--- src/rtl/fcsg_pkg.sv ---
package fcsg_pkg;

	// radius field width on the input stream
	localparam int RAD_W = 6;
	// cap on span beats per circle
	localparam int MAX_RESULTS = 48;
	localparam int CNT_W = $clog2(MAX_RESULTS);

	// controller -> datapath
	typedef struct packed {
		logic load;   // take a new circle from the input beat
		logic step;   // register one span set and advance the walk
	} cmd_t;

	// datapath -> controller
	typedef struct packed {
		logic out_free;   // output register can take a beat this cycle
		logic is_last;    // current iteration is the final one of the circle
	} sts_t;

endpackage

--- src/rtl/fcsg_ctrl.sv ---
module fcsg_ctrl import fcsg_pkg::*; (
	input  logic clk,
	input  logic arst_n,
	input  logic s_tvalid,
	output logic s_tready,
	input  sts_t sts,
	output cmd_t cmd
);

	typedef enum logic [1:0] {
		ST_IDLE = 2'b01,
		ST_WALK = 2'b10
	} state_t;

	state_t state_q, state_d;

	// handshake and commands
	assign s_tready = (state_q == ST_IDLE);
	assign cmd.load = s_tvalid && s_tready;
	assign cmd.step = (state_q == ST_WALK) && sts.out_free;

	// next state
	always_comb begin
		state_d = state_q;
		case (state_q)
			ST_IDLE: begin
				if (cmd.load) state_d = ST_WALK;
			end
			ST_WALK: begin
				if (cmd.step && sts.is_last) state_d = ST_IDLE;
			end
			default: state_d = ST_IDLE;
		endcase
	end

	always_ff @(posedge clk or negedge arst_n) begin
		if (!arst_n) begin
			state_q <= ST_IDLE;
		end else begin
			state_q <= state_d;
		end
	end

`ifndef ASSERT_OFF
	a_load_starts_walk: assert property (@(posedge clk) disable iff (!arst_n)
		cmd.load |=> (state_q == ST_WALK))
		else $error("walk did not start after a circle was taken");
	a_last_frees_input: assert property (@(posedge clk) disable iff (!arst_n)
		cmd.step && sts.is_last |=> s_tready)
		else $error("input not ready after the last span set");
	a_load_step_excl: assert property (@(posedge clk) disable iff (!arst_n)
		!(cmd.load && cmd.step))
		else $error("load and step in the same cycle");
`endif

endmodule

--- src/rtl/fcsg_datapath.sv ---
module fcsg_datapath import fcsg_pkg::*; #(
	parameter int COORD_BITS = 13,
	parameter int RADIUS_MAX = 63
) (
	input  logic                        clk,
	input  logic                        arst_n,
	input  cmd_t                        cmd,
	output sts_t                        sts,
	input  logic signed [COORD_BITS-1:0] center_x,
	input  logic signed [COORD_BITS-1:0] center_y,
	input  logic [RAD_W-1:0]            radius,
	output logic                        m_tvalid,
	input  logic                        m_tready,
	output logic [8*(COORD_BITS+1)-1:0] m_tdata,
	output logic                        m_tlast
);

	localparam int OUT_W = COORD_BITS + 1;
	localparam int RAD_TOP = (1 << RAD_W) - 1;
	localparam int RAD_CAP = (RADIUS_MAX > RAD_TOP) ? RAD_TOP : RADIUS_MAX;

	// walk state
	logic signed [COORD_BITS-1:0] cx_q, cy_q;
	logic [RAD_W-1:0]             rad_q;
	logic [6:0]                   col_q;
	logic signed [7:0]            row_q;
	logic signed [8:0]            dec_q;
	logic [CNT_W-1:0]             cnt_q;

	// output stage
	logic [8*OUT_W-1:0] tdata_q;
	logic               tlast_q;
	logic               tvalid_q;

	// radius clamp
	logic [RAD_W-1:0] rad_sat;
	assign rad_sat = (radius > RAD_W'(RAD_CAP)) ? RAD_W'(RAD_CAP) : radius;

	// decision tests and updates
	logic signed [7:0] rdiff, rc;
	logic signed [8:0] two_col, two_rdiff, col2p1, row2m1, two_rc;
	logic              d_ge, d_lt;
	logic signed [8:0] dec_n;
	logic signed [7:0] row_n;
	logic [6:0]        col_n;
	logic              stop_n;

	always_comb begin
		two_col   = $signed({1'b0, col_q, 1'b0});
		rdiff     = $signed({2'b00, rad_q}) - row_q;
		two_rdiff = $signed({rdiff, 1'b0});
		col2p1    = $signed({1'b0, col_q, 1'b1});
		row2m1    = $signed({row_q, 1'b0}) - 9'sd1;
		rc        = row_q - $signed({1'b0, col_q}) - 8'sd1;
		two_rc    = $signed({rc, 1'b0});
		d_ge      = dec_q >= two_col;
		d_lt      = dec_q < two_rdiff;
		if (d_ge) begin
			dec_n = dec_q - col2p1;
			row_n = row_q;
			col_n = col_q + 7'd1;
		end else if (d_lt) begin
			dec_n = dec_q + row2m1;
			row_n = row_q - 8'sd1;
			col_n = col_q;
		end else begin
			dec_n = dec_q + two_rc;
			row_n = row_q - 8'sd1;
			col_n = col_q + 7'd1;
		end
		stop_n = row_n < $signed({1'b0, col_n});
	end

	assign sts.is_last  = stop_n || (cnt_q == CNT_W'(MAX_RESULTS - 1));
	assign sts.out_free = !tvalid_q || m_tready;

	// span ends, wrapped to the output width
	logic signed [OUT_W-1:0] cx_e, cy_e, row_e, col_e;
	logic [8*OUT_W-1:0]      spans;

	always_comb begin
		cx_e  = OUT_W'(cx_q);
		cy_e  = OUT_W'(cy_q);
		row_e = OUT_W'(row_q);
		col_e = OUT_W'($signed({1'b0, col_q}));
		spans = {cy_e - row_e, cy_e + row_e, cx_e + col_e, cx_e - col_e,
		         cy_e - col_e, cy_e + col_e, cx_e + row_e, cx_e - row_e};
	end

	// walk registers
	always_ff @(posedge clk) begin
		if (cmd.load) begin
			cx_q  <= center_x;
			cy_q  <= center_y;
			rad_q <= rad_sat;
			col_q <= '0;
			row_q <= $signed({2'b00, rad_sat});
			dec_q <= $signed({3'b000, rad_sat}) - 9'sd1;
			cnt_q <= '0;
		end else if (cmd.step) begin
			col_q <= col_n;
			row_q <= row_n;
			dec_q <= dec_n;
			cnt_q <= cnt_q + CNT_W'(1);
		end
	end

	// output payload
	always_ff @(posedge clk) begin
		if (cmd.step) begin
			tdata_q <= spans;
			tlast_q <= sts.is_last;
		end
	end

	// output valid
	always_ff @(posedge clk or negedge arst_n) begin
		if (!arst_n) begin
			tvalid_q <= 1'b0;
		end else if (cmd.step) begin
			tvalid_q <= 1'b1;
		end else if (m_tready) begin
			tvalid_q <= 1'b0;
		end
	end

	assign m_tvalid = tvalid_q;
	assign m_tdata  = tdata_q;
	assign m_tlast  = tlast_q;

`ifndef ASSERT_OFF
	a_step_in_range: assert property (@(posedge clk) disable iff (!arst_n)
		cmd.step |-> (row_q >= $signed({1'b0, col_q})))
		else $error("span set emitted past the end of the walk");
	a_step_shows: assert property (@(posedge clk) disable iff (!arst_n)
		cmd.step |=> m_tvalid)
		else $error("stepped span set not presented");
	a_last_flagged: assert property (@(posedge clk) disable iff (!arst_n)
		cmd.step && sts.is_last |=> m_tlast)
		else $error("final span set not flagged");
`endif

endmodule

--- src/rtl/filled_circle_span_generator.sv ---
// A taken circle loads the walk registers; steps then fill the output register.
// Throughput: one span beat per cycle while m_tready holds; a circle of radius r
// gives about r/sqrt(2)+1 beats (46 at radius 63), set by the one-step walk loop.
// A new circle is accepted the cycle after its predecessor's last beat is registered.
// Reset (arst_n low, asynchronous): controller idle, no beat valid; walk and
// payload registers are not reset.
module filled_circle_span_generator import fcsg_pkg::*; #(
	parameter int COORD_BITS = 13,
	parameter int RADIUS_MAX = 63
) (
	input  logic                                        clk,
	input  logic                                        arst_n,
	input  logic                                        s_tvalid,
	output logic                                        s_tready,
	// center_x, center_y, radius, zero fill
	input  logic [((2*COORD_BITS+RAD_W+7)/8)*8-1:0]     s_tdata,
	output logic                                        m_tvalid,
	input  logic                                        m_tready,
	// wide_left, wide_right, wide_row_low, wide_row_high,
	// narrow_left, narrow_right, narrow_row_low, narrow_row_high
	output logic [8*(COORD_BITS+1)-1:0]                 m_tdata,
	output logic                                        m_tlast
);

	cmd_t cmd;
	sts_t sts;

	logic signed [COORD_BITS-1:0] center_x, center_y;
	logic [RAD_W-1:0]             radius;

	// unpack the circle beat
	assign center_x = s_tdata[COORD_BITS-1:0];
	assign center_y = s_tdata[2*COORD_BITS-1:COORD_BITS];
	assign radius   = s_tdata[2*COORD_BITS+RAD_W-1:2*COORD_BITS];

	fcsg_ctrl u_ctrl (
		.clk      (clk),
		.arst_n   (arst_n),
		.s_tvalid (s_tvalid),
		.s_tready (s_tready),
		.sts      (sts),
		.cmd      (cmd)
	);

	fcsg_datapath #(
		.COORD_BITS (COORD_BITS),
		.RADIUS_MAX (RADIUS_MAX)
	) u_datapath (
		.clk      (clk),
		.arst_n   (arst_n),
		.cmd      (cmd),
		.sts      (sts),
		.center_x (center_x),
		.center_y (center_y),
		.radius   (radius),
		.m_tvalid (m_tvalid),
		.m_tready (m_tready),
		.m_tdata  (m_tdata),
		.m_tlast  (m_tlast)
	);

endmodule
--- config.mk ---
export PLATFORM = sky130hd
export DESIGN_NAME = filled_circle_span_generator
export DESIGN_NICKNAME = d
export VERILOG_FILES = /design/src/rtl/fcsg_pkg.sv /design/src/rtl/fcsg_ctrl.sv /design/src/rtl/fcsg_datapath.sv /design/src/rtl/filled_circle_span_generator.sv
export SDC_FILE = /design/constraint.sdc
export NUM_CORES = 1
export LEC_CHECK = 0
export ABC_CLOCK_PERIOD_IN_PS = 6000
export BUFFER_PORTS_ARGS = -buffer_cell sky130_fd_sc_hd__buf_4
export CORE_ASPECT_RATIO = 1.75
export CORE_MARGIN = 2
export CORE_UTILIZATION = 31
export DETAILED_ROUTE_END_ITERATION = 12
export PLACE_DENSITY = 0.58
export SLEW_MARGIN = 0
export SYNTH_ARGS = -nofsm -noshare
export SYNTH_HDL_FRONTEND = slang
export SYNTH_SLANG_ARGS = --single-unit
--- constraint.sdc ---
create_clock -name clk -period 6 [get_ports clk]
set_clock_uncertainty 0.2 [all_clocks]
set_input_delay 0.9 -clock clk [delete_from_list [all_inputs] [get_ports clk]]
set_output_delay 0.9 -clock clk [all_outputs]
set_load 0.01 [all_outputs]
======== After elaboration in Yosys (flattened, before gate mapping) ========
Cells that the tools add are included.
cells by class
  muxes and demuxes ....................... 15
  divide/modulo/power cells ............... 0
  bitwise gates (word level) .............. 0
  eq/ne operators ......................... 5
  $mul .................................... 0
  $add $sub $neg .......................... 19
  reductions and logical operators ........ 9
  magnitude comparators ................... 4
  shift-type cells ........................ 0
operators with widths
  operator                                                             number
  13-bit by 8-bit adder with 14-bit output                             4
  13-bit by 8-bit subtractor with 14-bit output                        4
  9-bit 2-to-1 mux                                                     4
  9-bit adder                                                          2
  6-bit 2-to-1 mux                                                     3
  8-bit by 2-bit subtractor with 8-bit output (second input constant)  2
  7-bit 2-to-1 mux                                                     2
  9-bit >= comparator                                                  1
  9-bit less-than comparator                                           1
  9-bit by 2-bit subtractor with 9-bit output (second input constant)  1
  9-bit subtractor                                                     1
  8-bit less-than comparator                                           1
  8-bit 2-to-1 mux                                                     1
  7-bit by 8-bit subtractor with 8-bit output                          1
  8-bit subtractor                                                     1
  7-bit by 1-bit adder with 7-bit output (second input constant)       1
  6-bit by 1-bit subtractor with 7-bit output (second input constant)  1
  6-bit by 1-bit adder with 6-bit output (second input constant)       1
  6-bit equality test (second input constant)                          1
  6-bit > comparator (second input constant)                           1
  2-bit 2-to-1 mux                                                     2
  2-bit inequality test (second input constant)                        2
  2-bit case mux with 2 select lines                                   1
  2-bit nonzero test                                                   2
  7 further kinds                                                      11
storage, ports and cells
  input bits .............................. 36
  RAM bits ................................ 0
  ROM bits ................................ 0
  word-level logic and storage cells ...... 64
  latch bits .............................. 0
  memories ................................ 0
  flip-flop bits (word level) ............. 178
  output and inout bits ................... 115

======== Logic depth before layout (Yosys ltp) ========
Gate-level depths: netlist of the first run.
  depth after elaboration ................. 9
  gate-level depth with buffers ........... 24
  gate-level depth less buffers ........... 23

======== By module ========
Synthesis of the first run repeated with hierarchy kept, for this count alone.
unflattened totals
  cells, all modules ...................... 1070
  area, all modules ....................... 11451.0 µm²
modules (own cells, without submodules)
  module         seq. area each (µm²)  times used  area each (µm²)  cells an instance
  fcsg_datapath  5009.8                1           11358.4          1061
  fcsg_ctrl      51.3                  1           92.6             9

======== Worst setup path after synthesis of the first run ========
OpenSTA, ideal clock, no wires.
  path kind ............................... flip-flop to flip-flop
  start ................................... reg u_datapath.row_q[1]
  end ..................................... reg u_datapath.tlast_q, in the netlist u_datapath.m_tlast, data pin
  setup slack ............................. 1.117 ns
  arrival ................................. 4.422 ns
  cell stages (with the launch flop) ...... 23
  data required time ...................... 5.539 ns
  period minus slack after synthesis ...... 4.883 ns
  buffers on the path ..................... 1
  setup time .............................. 0.261 ns
  cell sequence ........................... edfxtp_1 inv_1 ha_1 nor2b_1 o21ai_0 a21boi_0 o21ai_0 a21oi_1 nand2b_1 ha_1 a21o_1 a2111o_1 a21oi_2 o21ai_2 buf_6 nand4_1 xnor2_1 ha_1 and3_1 o41a_1 nand3_1 a21oi_1 o21ai_0
RTL lines
  what                      RTL line              source
  start: declaration        fcsg_datapath.sv:26   logic signed [7:0] row_q;
  start signal: assignment  fcsg_datapath.sv:97   row_q <= $signed({2'b00, rad_sat});
  start signal: assignment  fcsg_datapath.sv:102  row_q <= row_n;
  end signal: assignment    fcsg_datapath.sv:112  tlast_q <= sts.is_last;
  end: declaration          fcsg_datapath.sv:32   logic tlast_q;

==> results of run 1 <==
-- layer usage --
metal / GRT usage [%] / routed length, um
met5: 0 / 0
met2: 32.2 / 18300
met3: 2.54 / 1050
met1: 15.6 / 11500
met4: 10.3 / 1850
-- path summary, 6_finish.rpt --
| kind | start | to | depth (start not counted) |
|---|---|---|---|
| max | u_datapath.row_q[2]$_DFFE_PP_ | u_datapath.m_tlast$_DFFE_PP_ | 21 |
| min | u_datapath.cnt_q[1]$_SDFFE_PP0P_ | u_datapath.cnt_q[1]$_SDFFE_PP0P_ | 1 |
| max reg2reg | u_datapath.row_q[2]$_DFFE_PP_ | u_datapath.m_tlast$_DFFE_PP_ | 21 |
| min reg2reg | u_datapath.cnt_q[1]$_SDFFE_PP0P_ | u_datapath.cnt_q[1]$_SDFFE_PP0P_ | 1 |
| max in group asynchronous | arst_n | u_ctrl.state_q[0]$_DFFE_PN1P_ | 2 |
| min in group asynchronous | arst_n | u_datapath.m_tvalid$_DFFE_PN0P_ | 2 |
-- state kept, by name, indices dropped and copies added, names as in the netlist --
signal               count
u_datapath.cnt_q         6
u_datapath.m_tdata     108
u_datapath.dec_q         9
u_datapath.m_tlast       1
u_datapath.cy_q         13
u_datapath.rad_q         6
u_datapath.m_tvalid      1
u_datapath.cx_q         13
u_datapath.col_q         7
u_datapath.row_q         8
u_ctrl.state_q           2
-- final cells by class --
class,count,area (sq um)
Multi-Input combinational cell,825,6210
Clock buffer,18,429
Timing Repair Buffer,162,1220
Clock inverter,14,149
Fill cell,3675,23600
Sequential cell,174,5060
Tap cell,480,601
Inverter,104,393
-- synth_stat cells (3+ instances only) --
| cell | number |
|---|---|
| dfxtp_1 | 15 |
| nand3_1 | 19 |
| o22ai_1 | 6 |
| nand2_1 | 56 |
| fa_1 | 13 |
| xor2_1 | 51 |
| nand4_1 | 8 |
| ha_1 | 139 |
| and3_1 | 6 |
| mux2i_1 | 4 |
| o21ai_0 | 58 |
| o211ai_1 | 12 |
| o41ai_1 | 5 |
| o21bai_1 | 15 |
| buf_6 | 3 |
| a21oi_1 | 73 |
| a21o_1 | 16 |
| nor4_1 | 6 |
| xnor2_1 | 78 |
| inv_1 | 104 |
| buf_1 | 5 |
| mux2_2 | 5 |
| nand2b_1 | 18 |
| nor2b_1 | 18 |
| clkbuf_1 | 30 |
| a41oi_1 | 4 |
| o31ai_1 | 6 |
| edfxtp_1 | 156 |
| a211oi_1 | 14 |
| a21boi_0 | 4 |
| nor2_1 | 95 |
| buf_4 | 4 |
| nand3b_1 | 5 |
| nor3_1 | 31 |
| or3_1 | 11 |
| o21a_1 | 13 |
| nor3b_1 | 4 |
-- per-stage QoR --
step / total power [uW] / utilization (%) / setup WS, ns
2_1_floorplan: 4990 / - / 1.12
3_3_place_gp: 6160 / 35.8 / 1.17
3_5_place_dp: 6220 / 35.8 / 0.954
4_1_cts: 7360 / 37.4 / 0.942
5_1_grt: 7900 / 37.4 / 0.451
6_report: 7330 / 37.4 / 0.828
-- report_power, final --
part	switching, uW	leakage (uW)	total [uW]	internal (uW)
Clock	517	0.000279	1110	588
Combinational	2470	0.00375	4200	1730
Sequential	245	0.00159	2020	1780
Total	3230	0.00562	7330	4100
-- critical path: stages, from the launching register on --
cell	delay [ns]
edfxtp_1	0.50
inv_1	0.20
ha_1	0.37
o21ai_0	0.12
a21boi_0	0.13
o21ai_0	0.26
a21oi_1	0.13
o21ai_0	0.24
xnor2_1	0.12
ha_1	0.31
nand4_1	0.09
a211oi_1	0.41
a21oi_2	0.12
o21ai_2	0.28
nand4_1	0.25
xnor2_1	0.21
ha_1	0.30
and3_1	0.16
o41a_1	0.14
nand3_1	0.13
a21oi_1	0.16
o21ai_0	0.09
-- what timing repair did --
action	CTS	global route
hold buffers	1	0
resized for setup	0	0
hold endpoints to repair	2	0
-- cell families (layout without fill, tap and decap cells) --
logic type	Yosys count	count (layout)
AND/OR/NAND/NOR	284	284
AO/OA/AOI/OAI	251	251
flip-flops	174	174
XOR/XNOR	129	129
adder cells (fa/ha/maj)	152	152
multiplexers	9	9
buffers and inverters	148	298
==> results.toml, run 1 <==
[status]
status = "completed"

[grt]
grt_pass1_vias = 9218
antenna_found_initial = 0
grt_max_degree = 71
gr-usage-all-layers_pct = 16.4
grt_first_pass_wirelength_um = 50900
gr-total-overflow = 0

[worst_setup_path]
end_kind = "register"
crit_arrival_ns = 5.18
critPathMaxFanout = 15
crit_required_ns = 6.01
reg2reg_slack_ns = 0.83
critPathKind = "register to register"
startpoint_type = "register"

[layout]
fin_area_sq_um = 14100
n_antenna_cell = 0
layout_common_cells = "buf_4, edfxtp_1, ha_1"
nets = 1472
final_common_cell = "buf_4"
area_growth_pct = 18.5
drive_above_1_share_pct = 16.3
fin_cells = 1777

[drt]
drc_errors = 0
drt_wl_total_um = 32700
drt_pass1_iterations = 4
drtIter0Drc = 402
antenna_left = 0
via_per_inst = 4.98
vias = 8854
wl_per_cell_um = 18.4

[synth]
synth_fa_ha_area_share_pct = 16.8
synth-edff-count = 156
synth-seq-cells = 174
synth_compound_area_share_pct = 13.7
ys_seq_area_share_pct = 42.7
synth.yosys.warnings = 0
synth_simple_gate_area_share_pct = 11.4
yosys.area.top_type_share_pct = 39.5
synth_xor_area_share_pct = 9.52
async_flop_share_pct = 1.72
syn-num-nets = 1335
synth_top_family_by_area = "adder cells"
synth_cell_types = 64
avgSynthCellArea_sq_um = 10.3
synthTopCellsByArea = "edfxtp_1, ha_1, xnor2_1"
synthFlopType = "edfxtp_1"
synth_top_cell_by_area = "edfxtp_1"
muxShareOfSynthArea_pct = 0.812
syn-instance-count = 1147
syn_area_sq_um = 11900

[floorplanning]
initial_core_util_pct = 31.5
fp-row-count = 94
core_sq_um = 37600
die_h_um = 263
ios = 151
dieArea_sq_um = 39900
fp.dieW_um = 152

[placed_design]
io_buffers = 150
dp.cells = 1744
dp_hpwl_um = 25800
gp_congestion = 0.902
placed_cell_area_sq_um = 13500

[power_and_ir_drop]
cellLeakagePower_uw = 0.00562
powerDensity_nw_per_um2 = 521
ir_drop_v = 0.000257

[clocking]
cts_tree = "built"
clock_sinks = 174
cts_setup_buffers = 0
htree_levels = 4
cts_made_buffers = 17
cts_root_buffer = "clkbuf_16"
cts_buffer_depth = 2
clk_pin_slew_ns = 0.07
insertion_delay_ns = 0.46

[timing]
period_needed_ns = 5.17
setup_tns_ns = 0
hold_slack_ns = 0.322
finalHoldViolCount = 0
slew_headroom_pct = 34.3
setup_viol = 0
slew_violations = 0
max_clock_freq_ghz = 0.193
rsz0062_at_grt = "no"
tightest_slew_ns = 0.983
fin_crit_sh_pct = 86.2

[flow_run]
cap_violations = 0

[hold_path]
hp-class = "register to register"
(Power assumes the default switching activity.)
==> run 2, diff against run 1 <==
ABC_AREA = 1   (was default)
==> run 2 against run 1 <==
  * Combinational power increased by 2%
  * Critical path depth increased by 8
  * Worst hold slack got worse by 0.038 ns
  * Sequential power increased by 5%
  * Sequential share of layout area increased by 1.2 points
  * Worst setup slack improved by 0.15 ns
  * Routed wire length decreased by 4.4%
  * Synthesized cell count decreased by 2.5%
  * Final cell count decreased by 0.96%
  * Clock-buffer cell count increased by 1
==> results.toml, run 2 <==
[synth]
synth.yosys.warnings = 0
yosys-top-cells-count = "inv_1, edfxtp_1, nand2_1"
yosysMostFrequentCell = "inv_1"
synthFlopType = "edfxtp_1"
synth-seq-cells = 174
ys_seq_area_share_pct = 44.7
synth-edff-count = 156
synth_top_family_by_area = "adder cells"
async_flop_share_pct = 1.72
synth_compound_area_share_pct = 10.9
synth_simple_gate_area_share_pct = 10.0
syn_area_sq_um = 11300
synth_fa_ha_area_share_pct = 17.7
yosys.area.top_type_share_pct = 41.4
syn-num-nets = 1306
syn-instance-count = 1118
synth_top_cell_by_area = "edfxtp_1"
synth_xor_area_share_pct = 9.51
synthTopCellsByArea = "edfxtp_1, ha_1, xor2_1"
avgSynthCellArea_sq_um = 10.1
muxShareOfSynthArea_pct = 0
synth_cell_types = 58

[layout]
fin_cells = 1760
layout_common_cells = "inv_1, buf_4, edfxtp_1"
area_growth_pct = 20.4
final_common_cell = "inv_1"
drive_above_1_share_pct = 18.3
largest_register_ffs = 108
nets = 1465
n_antenna_cell = 0

[grt]
grt_pass1_vias = 8527
grt_first_pass_wirelength_um = 46900
grt_max_degree = 111
antenna_found_initial = 0
gr-total-overflow = 0
gr-usage-all-layers_pct = 16.5

[drt]
wl_per_cell_um = 17.8
drtIter0Drc = 392
via_per_inst = 4.70
drt_pass1_iterations = 7
drc_errors = 0
antenna_left = 0
drt_wl_total_um = 31300
vias = 8280

[worst_setup_path]
slowest_stage = "edfxtp_1"
cp-endpoint = "u_ctrl.state_q[1]$_DFFE_PN0P_"
startpoint_type = "register"
reg2reg_slack_ns = 0.98
max_stage_delay_ns = 0.56
end_kind = "register"
r2r_cells = 29
startpoint = "u_datapath.row_q[1]$_DFFE_PP_"
crit_arrival_ns = 5.15
critPathKind = "register to register"
r2r_end = "u_ctrl.state_q[1]$_DFFE_PN0P_"
crit_top_cell = "nand2_1"
worstReg2RegStart = "u_datapath.row_q[1]$_DFFE_PP_"
crit_required_ns = 6.13
critPathMaxFanout = 9

[floorplanning]
initial_core_util_pct = 31.4
die_h_um = 257
fp.dieW_um = 148
dieArea_sq_um = 38100
core_sq_um = 36000
ios = 151
fp-row-count = 92

[timing]
slew_violations = 0
period_needed_ns = 5.02
setup_tns_ns = 0
slew_headroom_pct = 49.8
fin_crit_sh_pct = 83.7
tightest_slew_ns = 0.751
setup_viol = 0
rsz0062_at_grt = "no"
finalHoldViolCount = 0
max_clock_freq_ghz = 0.199

[clocking]
cts_buffer_depth = 2
cts_setup_buffers = 0
post_cts_resize_count = 0
cts_made_buffers = 17
cts_root_buffer = "clkbuf_16"
htree_levels = 4
insertion_delay_ns = 0.45
clock_sinks = 174
hold_buffers = 1
cts_tree = "built"
clk_pin_slew_ns = 0.07

[placed_design]
dp_hpwl_um = 25200
dp.cells = 1727
gp_congestion = 0.942
io_buffers = 150

[flow_run]
cap_violations = 0

[power_and_ir_drop]
ir_drop_v = 0.000221
total_power_uw = 7550
powerDensity_nw_per_um2 = 555
cellLeakagePower_uw = 0.00603

[hold_path]
hp-class = "register to register"
holdPathStages = 2

[status]
status = "completed"
[run 2: changes by cell type after synthesis, sizes merged, moves of 48 or more]
cell	change
xnor2	-60
inv	+83
nand2	+89
nor2	-48
xor2	+53
[run 2: cell families after synthesis]
group	after synthesis
buffers and inverters	207
XOR/XNOR	122
flip-flops	174
adder cells (fa/ha/maj)	152
AO/OA/AOI/OAI	208
AND/OR/NAND/NOR	255
[run 2: cell type report]
cell class,count,area (sq um)
clock inverter,13,153
multi-input combinational,737,5450
timing repair buffer,159,1210
tap,470,588
fill,3563,22400
inverter,188,708
clock buffer,19,453
sequential,174,5060
[run 2: routing by layer]
| layer | global-route usage (%) | vias up | part of all wire, % |
|---|---|---|---|
| met1 | 15.0 | 3941 | 34 |
| met4 | 10.7 | 0 | 6.3 |
| met2 | 32.8 | 192 | 57 |
| li1 | - | 4077 | - |
| met3 | 2.46 | 70 | 2.8 |
| met5 | 0 | - | 0 |
[run 2: how the worst min path moves through the flow]
stage	from	endpoint	slack (ns)
global route	u_datapath.cnt_q[5]$_SDFFE_PP0P_	u_datapath.cnt_q[5]$_SDFFE_PP0P_	0.31
global placement	u_datapath.cnt_q[5]$_SDFFE_PP0P_	u_datapath.cnt_q[5]$_SDFFE_PP0P_	0.27
finish	u_datapath.cnt_q[5]$_SDFFE_PP0P_	u_datapath.cnt_q[5]$_SDFFE_PP0P_	0.28
detailed placement	u_datapath.cnt_q[5]$_SDFFE_PP0P_	u_datapath.cnt_q[5]$_SDFFE_PP0P_	0.27
CTS	u_datapath.cnt_q[5]$_SDFFE_PP0P_	u_datapath.cnt_q[5]$_SDFFE_PP0P_	0.29
floorplan	u_datapath.cnt_q[5]$_SDFFE_PP0P_	u_datapath.cnt_q[5]$_SDFFE_PP0P_	0.25
[run 2: stage by stage]
stage	worst slack [ns]	utilization, %	cell area, sq um	hold slack [ns]
5_1_grt	0.524	37.8	13600	0.308
2_1_floorplan	1.55	-	11300	0.251
3_3_place_gp	1.15	36.1	13000	0.267
6_report	0.980	37.8	13600	0.284
3_5_place_dp	1.02	36.1	13000	0.274
4_1_cts	0.983	37.8	13600	0.286
[run 2: report_power, final]
group	switching, uW	total, uW	internal (uW)	leakage (uW)
Combinational	2660	4290	1630	0.00415
Sequential	254	2120	1860	0.00160
Clock	505	1150	644	0.000293
[run 2: worst max-delay path, delay by kind of cell (launching register included)]
family          cells  cell delay [ns]
simple gates       16             1.62
buf+inv             3             0.41
compound gates      5             0.76
xor+xnor            2             0.40
flops               1             0.56
fa+ha+maj           3             0.96
